[src/hw/rtl/assert_macros.svh]
// ----------------------------------------------------------------------------
// assert_macros.svh
// concurrent assertion helpers, clocked on clk and disabled during reset
// ----------------------------------------------------------------------------
`ifndef ASSERT_MACROS_SVH
`define ASSERT_MACROS_SVH

// same-cycle implication
`define ETF_ASSERT_IMP(lbl, ante, cons, msg) \
	lbl: assert property (@(posedge clk) disable iff (!arst_n) (ante) |-> (cons)) \
		else $error(msg);

// next-cycle implication
`define ETF_ASSERT_NXT(lbl, ante, cons, msg) \
	lbl: assert property (@(posedge clk) disable iff (!arst_n) (ante) |=> (cons)) \
		else $error(msg);

`endif

[src/hw/rtl/etf_pkg.sv]
// ----------------------------------------------------------------------------
// etf_pkg
// shared types, widths and helpers of the escape-time pixel engine
// ----------------------------------------------------------------------------
package etf_pkg;

	localparam int ZW        = 32;
	localparam int FRAC_BITS = 28;
	localparam int PROD_W    = 2 * ZW;
	localparam int ROW_W     = 10;
	localparam int COL_W     = 10;
	localparam int CNT_W     = 11;
	localparam int GRAY_W    = 8;
	localparam int CPROD_W   = ZW + COL_W + 1;
	localparam int DIV_CELLS = GRAY_W;
	localparam int DIV_W     = CNT_W + GRAY_W;
	localparam int CFG_IDX_W = 3;

	localparam logic [CNT_W-1:0]  ITER_CAP = CNT_W'(1024);
	localparam logic [GRAY_W-1:0] GRAY_MAX = GRAY_W'(255);

	typedef enum logic [CFG_IDX_W-1:0] {
		REG_ROW_ORIGIN = 3'd0,
		REG_ROW_STEP   = 3'd1,
		REG_COL_ORIGIN = 3'd2,
		REG_COL_STEP   = 3'd3,
		REG_START_REAL = 3'd4,
		REG_START_IMAG = 3'd5,
		REG_ESC_RAD_SQ = 3'd6,
		REG_MAX_ITER   = 3'd7
	} cfg_reg_t;

	typedef struct packed {
		logic signed [ZW-1:0] cr;
		logic signed [ZW-1:0] ci;
		logic signed [ZW-1:0] zr;
		logic signed [ZW-1:0] zi;
		logic [CNT_W-1:0]     limit;
	} iter_init_t;

	typedef struct packed {
		logic             done;
		logic [CNT_W-1:0] count;
	} iter_res_t;

	typedef struct packed {
		logic              valid;
		logic [DIV_W-1:0]  rem;
		logic [DIV_W-1:0]  div;
		logic [GRAY_W-1:0] quo;
	} div_cell_t;

	function automatic logic signed [ZW-1:0] sat_z(input logic signed [PROD_W-1:0] x);
		logic signed [PROD_W-1:0] hi;
		logic signed [PROD_W-1:0] lo;
		hi = PROD_W'({1'b0, {(ZW-1){1'b1}}});
		lo = -hi - PROD_W'(1);
		if (x > hi) begin
			sat_z = hi[ZW-1:0];
		end else if (x < lo) begin
			sat_z = lo[ZW-1:0];
		end else begin
			sat_z = x[ZW-1:0];
		end
	endfunction

endpackage

[src/hw/rtl/etf_div_cell.sv]
// ----------------------------------------------------------------------------
// etf_div_cell
// one restoring-division step: compare, subtract, shift divisor to neighbor
// ----------------------------------------------------------------------------
module etf_div_cell (
	input  logic              clk,
	input  logic              arst_n,
	input  etf_pkg::div_cell_t din,
	output etf_pkg::div_cell_t dout
);
	import etf_pkg::*;

	logic              valid_q;
	logic [DIV_W-1:0]  rem_q;
	logic [DIV_W-1:0]  div_q;
	logic [GRAY_W-1:0] quo_q;
	logic              ge;

	assign ge = din.rem >= din.div;

	always_ff @(posedge clk or negedge arst_n) begin
		if (!arst_n) begin
			valid_q <= 1'b0;
		end else begin
			valid_q <= din.valid;
		end
	end

	always_ff @(posedge clk) begin
		rem_q <= ge ? din.rem - din.div : din.rem;
		div_q <= din.div >> 1;
		quo_q <= {din.quo[GRAY_W-2:0], ge};
	end

	assign dout = '{valid: valid_q, rem: rem_q, div: div_q, quo: quo_q};

endmodule

[config.mk]
export PLATFORM = sky130hd
export DESIGN_NAME = etf_div_cell
export DESIGN_NICKNAME = d
export VERILOG_FILES = /design/src/hw/rtl/assert_macros.svh /design/src/hw/rtl/etf_pkg.sv /design/src/hw/rtl/etf_div_cell.sv
export SDC_FILE = /design/constraint.sdc
export NUM_CORES = 1
export LEC_CHECK = 0
export BUFFER_PORTS_ARGS = -buffer_cell sky130_fd_sc_hd__buf_2
export CAP_MARGIN = 5
export CORE_MARGIN = 2
export CORE_UTILIZATION = 35
export DETAILED_ROUTE_END_ITERATION = 16
export GPL_TIMING_DRIVEN = 0
export PLACE_DENSITY = 0.6
export SLEW_MARGIN = 5
export SYNTH_ARGS = -nofsm -noshare
export SYNTH_HDL_FRONTEND = slang
export SYNTH_SLANG_ARGS = --single-unit
[constraint.sdc]
create_clock -name clk -period 0.98 [get_ports clk]
set_input_delay 0.049 -clock clk [delete_from_list [all_inputs] [get_ports clk]]
set_output_delay 0.049 -clock clk [all_outputs]
set_load 0.05 [all_outputs]
# Word-level counts from Yosys, hierarchy flattened
# Cells that the tools add are included.
# totals
ff_bits	46
in_bits	49
output_inout_bits	47
word_cells	7
# classes
addsub	1
n_lt_le_gt_ge	1
n_mux	1
# ops
operator	count
greater-or-equal comparator 19 bit	1
two-way mux 19 bit	1
subtractor 19 bit	1

# Logic depth before layout (Yosys ltp)
# Gate-level depths: netlist of run 1.
# logic_depth
word_depth	2
ltp_mapped	10
ltp_nobuf	10

# Worst setup path after synthesis of run 1
# OpenSTA, ideal clock, no wires.
# synth_path
path_type	in2reg
startpoint	input din[20] (netlist bit)
endpoint	register rem_q[10]
setup_time_ns	0.123
arrival_ns	2.050
required_ns	0.857
path_slack_ns	-1.193
cell_stages	10
n_path_buf	2
path_cell_list	inv_1 ha_1 buf_2 a21oi_2 o21ai_1 a31o_1 a311oi_2 and2_4 buf_6 mux2_1
# synth_between
elab_chain_cells	2
# synth_rtl
element	line_no	text
from (decl)	etf_div_cell.sv:8	input etf_pkg::div_cell_t din,
greater-or-equal comparator 19 bit	etf_div_cell.sv:19	assign ge = din.rem >= din.div;
two-way mux 19 bit	etf_div_cell.sv:30	rem_q <= ge ? din.rem - din.div : din.rem;
to (signal assigned)	etf_div_cell.sv:30	
to (decl)	etf_div_cell.sv:14	logic [DIV_W-1:0] rem_q;
# No other way between the ends.

# Worst setup path after layout of run 1
# layout_path
startpoint	input din[27] (netlist bit)
endpoint	register rem_q[16]
# layout_between
elab_chain_cells	2
word_cells_on_any_way	3
classes_between	add/sub (1); order compare (1); mux (1)
# layout_rtl
element	line_no
subtractor 19 bit or greater-or-equal comparator 19 bit (tied branches)	etf_div_cell.sv:30, etf_div_cell.sv:19
two-way mux 19 bit *	etf_div_cell.sv:30
# Mark *: on every way between the ends. The rest lies on a longest branch, timed or not.

==> flow_metrics.tcl, run 1 <==
set metrics [dict create \
    holdPathStages 2 \
    crit_buf_inv 3 \
    grt_pass1_wl_um 9610 \
    violations "negative setup slack" \
    status "complete, but fails checks" \
    vdd_drop_max_mv 1.03 \
    syn_inst 239 \
    synth-seq-cells 46 \
    finalWirelength_um 6480 \
    final_util 0.666 \
    period_minus_slack_ps 1850 \
    final_cells 484 \
    synth_common_cells "45 x dfxtp_1, 25 x inv_1, 19 x ha_1" \
    crit_path_end_kind "register" \
    dpl.cell_count 409 \
    fp.coreArea_um2 6350 \
    ant_nets 0 \
    fin_crit_sh 1.89 \
    syn2layout_area_growth_pct 84.0 \
    hold_violations 0 \
    grt-ovfl-total 0 \
    synth_largest_area_cell "dfxtp_1" \
    grt_pass1_vias 2197 \
    io_buffers 93 \
    yosys_most_used_dff "dfxtp_1" \
    drcViolationCount 0 \
    die_h_um 85.1 \
    setup_violations 20 \
    crit_fanout 4 \
    p_int_mw 4.37 \
    diodes 0 \
    critical_path_class "input pin to register" \
    path_cells "buf_6, inv_4, ha_4, inv_2, fa_2, a21o_1, a221o_2, a21oi_4, o31ai_4, xor2_1, mux2_4" \
    via_per_inst 4.82 \
    setup_ws_ps -872 \
    max-clock-path-buffers 2 \
    drt_pass1_iterations 4 \
    ys_warn_count 0 \
    dp.final_hpwl_um 4250 \
    sw_frac_of_total 0.346 \
    p_clk_frac 0.262 \
    p_sw_mw 2.31 \
    min_to "rem_q[4]$_DFF_P_" \
    crit_family "compound AO/OA/AOI/OAI gates" \
    synth_top_area_frac 0.392 \
    drv_cap 0 \
    cts_buffers 5 \
    synth_area_leaders "dfxtp_1 39%, ha_1 10%, mux2_1 5.4%" \
    seq_area_frac_synth 0.403 \
    ys_async_sr_fraction 0.0217 \
    cp_data_required_time_ps 1180 \
    vias 2333 \
    die-area_um2 7240 \
    powerDensity_nw_per_um2 1580 \
    clk_pin_slew_ps 90 \
    wl_per_cell_um 13.4 \
    power_frac_comb 0.422 \
    critPathMaxStageDelay_ps 430 \
    ios 96 \
    rsz0062_at_grt "true" \
    netlist_area_um2 2300 \
    worstHoldStart "din[31]" \
    hold_path_class "input pin to register" \
    avgSynthCellArea_um2 9.62 \
    critPathSlowestCell "a221o_2" \
    grt_usage 0.166 \
    finalNetCount 475 \
    cts_htree_levels 2 \
    start_kind "input pin" \
    syn_nets 308 \
    die_w_um 85.1 \
    seqPwrFrac 0.317 \
    synth_edf_count 0 \
    drtIter0Drc 68 \
    gp_congestion 0.842 \
    ys_types 46 \
    layout-drive-gt1-share 0.533 \
    fmax_mhz 540 \
    cts_tree "yes" \
    leakage_nw 1.98 \
    drv_slew 0 \
    synth.most_common_cell "dfxtp_1" \
    cts_sinks 46 \
    cts_root_buffer "clkbuf_8" \
    arrival_ps 2050 \
    start_util 0.362 \
    antenna_found_initial 0 \
    grt_max_degree 15 \
    num_rows 29 \
]
[kinds of logic (layout without fill, tap and decap cells)]
group | after synthesis | after routing | share of synthesized area
compound gates | 60 | 60 | 0.192
xor+xnor | 12 | 12 | 0.0457
fa+ha+maj | 20 | 20 | 0.112
buf+inv | 36 | 204 | 0.0718
flops | 46 | 46 | 0.403
mux | 14 | 14 | 0.0669
other cells | 1 | 1 | 0.00163
simple gates | 50 | 50 | 0.108
[worst max path at each step]
stage	startpoint	to	slack (ps)	depth (start not counted)
2_1_floorplan	din[15]	rem_q[15]$_DFF_P_	-980	10
4_1_cts	din[27]	rem_q[16]$_DFF_P_	-840	11
3_5_place_dp	din[20]	rem_q[7]$_DFF_P_	-1460	11
3_3_place_gp	din[37]	rem_q[14]$_DFF_P_	-1460	10
5_1_grt	din[27]	rem_q[16]$_DFF_P_	-950	11
6_report	din[27]	rem_q[16]$_DFF_P_	-870	11
[cells in the final DEF, fill, tap and decap left out, types with 10 or more instances in the layout]
cell type      Yosys  layout
dlygate4sd3_1      0      36
buf_6              2      10
buf_2              6      76
nand2_1           16      14
inv_1             25      11
buf_4              2      41
ha_4               0      17
mux2_4             0      11
dfxtp_1           45      45
a21oi_1           15      12
[flip-flops by register name (all words and copies together), names as in the netlist]
signal and count:
rem_q 19, valid_q 1, quo_q 8, div_q 18
[final cells by class]
cell class,count,area [µm²]
Multi-Input combinational cell,157,1670
Inverter,26,123
Sequential cell,46,926
Buffer,5,66.3
Fill cell,506,2120
Clock inverter,2,60.1
Clock buffer,6,82.6
Timing Repair Buffer,165,1210
Tap cell,77,96.3
[power groups by stage]
stage	combinational, mW	sequential (mW)	clock [mW]
2_1_floorplan	1.03	2.89	0
3_3_place_gp	2.26	2.15	0
3_5_place_dp	2.28	2.15	0
4_1_cts	2.58	2.11	1.80
5_1_grt	2.98	2.13	1.88
6_report	2.81	2.11	1.75
[what timing repair did]
action                                  in CTS  in global routing
endpoints found under the hold margin       31                  5
pin swaps                                   23                 25
resized for setup                           24                 37
setup buffers                               25                 12
gates cloned                                 0                  1
hold buffers                                31                  5
endpoints found under the setup margin      21                 21
[through the flow]
step	setup WS [ps]	power [mW]	hold WS (ps)	TNS [ps]	area, µm²
2_1_floorplan	-978	3.92	-247	-18080	2630
3_3_place_gp	-1460	4.42	-177	-27450	3190
3_5_place_dp	-1460	4.43	-172	-27450	3190
4_1_cts	-837	6.50	1.67	-15180	3930
5_1_grt	-952	6.99	10.1	-16710	4230
6_report	-872	6.67	15.0	-15510	4230
[routing by layer]
metal | routed length (µm) | up-vias | track usage
li1 | - | 1175 | -
met1 | 2780 | 1068 | 0.201
met2 | 3180 | 77 | 0.283
met3 | 368 | 13 | 0.0418
met4 | 143 | 0 | 0.0635
met5 | 0 | - | 0
No activity file was read; power rests on OpenSTA's default activity.
==> inputs of run 2 (changes only) <==
--- a/config.mk
+++ b/config.mk
@@ -11,7 +11,7 @@
 export CORE_UTILIZATION = 35
 export DETAILED_ROUTE_END_ITERATION = 16
 export GPL_TIMING_DRIVEN = 0
-export PLACE_DENSITY = 0.6
+export PLACE_DENSITY = 0.66
 export SLEW_MARGIN = 5
 export SYNTH_ARGS = -nofsm -noshare
 export SYNTH_HDL_FRONTEND = slang
==> constraint.sdc (replaced) <==
create_clock -name clk -period 1.73 [get_ports clk]
set_input_delay 0.0865 -clock clk [delete_from_list [all_inputs] [get_ports clk]]
set_output_delay 0.0865 -clock clk [all_outputs]
set_load 0.05 [all_outputs]
==> run 2 against run 1 <==
Critical path depth is 2 lower. Sequential cell count stayed put. Critical path type unchanged. First-iteration DRC count is 16% lower. Routed wire length is 5.8% lower. Clock power is 64% lower. Cell count is 2.9% lower. Cell area is 6.7% lower. The run still ends with negative setup slack left. Highest routed layer unchanged. Combinational power is 46% lower.
==> flow_metrics.tcl, run 2 (synthesized netlist as in run 1, its figures left out) <==
set metrics [dict create \
    status "complete, but fails checks" \
    violations "negative setup slack" \
    finalWirelength_um 6100 \
    crit_fanout 8 \
    hold_violations 0 \
    cts_tree "yes" \
    multiInputGateArea_um2 1620 \
    fmax_mhz 530 \
    dp.final_hpwl_um 4260 \
    grt_usage 0.175 \
    gp_congestion 0.848 \
    cts_sinks 46 \
    top_regs "rem_q x19, div_q x18, quo_q x8" \
    cp_data_required_time_ps 1910 \
    vias 2245 \
    critical_path_class "input pin to register" \
    grt-ovfl-total 0 \
    wl_per_cell_um 13.0 \
    fin_area_um2 3950 \
    layout_common_cells "85 x buf_2, 45 x dfxtp_1, 30 x buf_4" \
    placed_area_um2 3150 \
    num_rows 29 \
    critPathSlowestCell "a221o_1" \
    largest_reg_flops 19 \
    setup_violations 20 \
    total_power_mw 3.35 \
    diodes 0 \
    ios 96 \
    layout-drive-gt1-share 0.524 \
    syn2layout_area_growth_pct 71.6 \
    die-area_um2 7240 \
    finalNetCount 461 \
    fin_tns_setup_ps -1850 \
    final_common_cell "buf_2" \
    path_cells "buf_2, ha_4, nor2b_4, o31ai_4, a211o_1, a211o_4, and2_4, buf_12, a221o_1" \
    die_h_um 85.1 \
    clk_pin_slew_ps 80 \
    seqCellArea_um2 926 \
    crit_path_end_kind "register" \
    tightest_slew_ps 549 \
    arrival_ps 2070 \
    powerDensity_nw_per_um2 848 \
    cts_htree_levels 2 \
    die_w_um 85.1 \
    ant_nets 0 \
    drt_pass1_iterations 4 \
    grt_pass1_wl_um 10300 \
    max_slew_margin 0.629 \
    drcViolationCount 0 \
    rsz0062_at_grt "true" \
    whs_ps 21.4 \
    max-clock-path-buffers 2 \
    cts_buffers 5 \
    via_per_inst 4.78 \
    final_cells 470 \
    cts_root_buffer "clkbuf_8" \
    dpl.cell_count 409 \
    leakage_nw 1.86 \
    critPathMaxStageDelay_ps 340 \
    drv_slew 0 \
    grt_max_degree 15 \
    period_minus_slack_ps 1890 \
    hold_path_class "input pin to register" \
    crit_buf_inv 2 \
    crit_family "compound AO/OA/AOI/OAI gates" \
    drtIter0Drc 57 \
    vdd_drop_max_mv 0.583 \
    grt_pass1_vias 2242 \
    start_util 0.362 \
    drv_cap 0 \
    fp.coreArea_um2 6350 \
    antenna_found_initial 0 \
    regMostFlops "rem_q" \
    fillers 548 \
    fin_crit_sh 1.09 \
    io_buffers 93 \
    setup_ws_ps -157 \
    start_kind "input pin" \
]
==> run 2: cell types whose count changed in the layout (fill, tap and decap cells not counted), sizes merged <==
cell / delta
clkinv: +2
clkbuf: -2
bufinv: -2
buf: -3
dlygate4sd3: -9
==> run 2: layout make-up <==
type,count,share of cell area
multi-input combinational,157,0.409
inverter,26,0.0279
timing repair buffer,149,0.260
tap,77,0.0244
clock buffer,6,0.0184
sequential,46,0.235
clock inverter,2,0.00254
buffer,7,0.0225
==> run 2: final timing paths <==
check | cells past startpoint | startpoint | to | slack [ps]
setup / recovery | 9 | din[28] | rem_q[15]$_DFF_P_ | -160
hold / removal | 3 | din[29] | rem_q[2]$_DFF_P_ | 20
max in group asynchronous | 2 | arst_n | valid_q$_DFF_PN0_ | 1560
min in group asynchronous | 2 | arst_n | valid_q$_DFF_PN0_ | 90
==> run 2: power by group <==
group	total (mW)	switching, mW	internal (mW)
registers	1.20	0.0226	1.17
logic	1.52	0.884	0.634
clock network	0.633	0.353	0.281
==> run 2: stage by stage <==
stage / worst slack (ps) / utilization
floorplan: -266 / -
global placement: -758 / 0.496
detailed placement: -751 / 0.496
CTS: -130 / 0.603
global route: -200 / 0.621
finish: -157 / 0.621
==> run 2: what timing repair did <==
action                                  CTS  global route
hold buffers                             27             0
setup buffers                            24             5
pin swaps                                14            11
gates resized for setup                  30            18
hold endpoints to repair                 27             0
endpoints found under the setup margin   20            19
gates cloned                              1             0
==> run 2: routing by layer <==
layer | vias up | routed length [µm] | GRT usage
met5 | - | 0 | 0
met3 | 8 | 292 | 0.0360
met2 | 69 | 3060 | 0.299
li1 | 1149 | - | -
met1 | 1019 | 2650 | 0.220
met4 | 0 | 99 | 0.0563
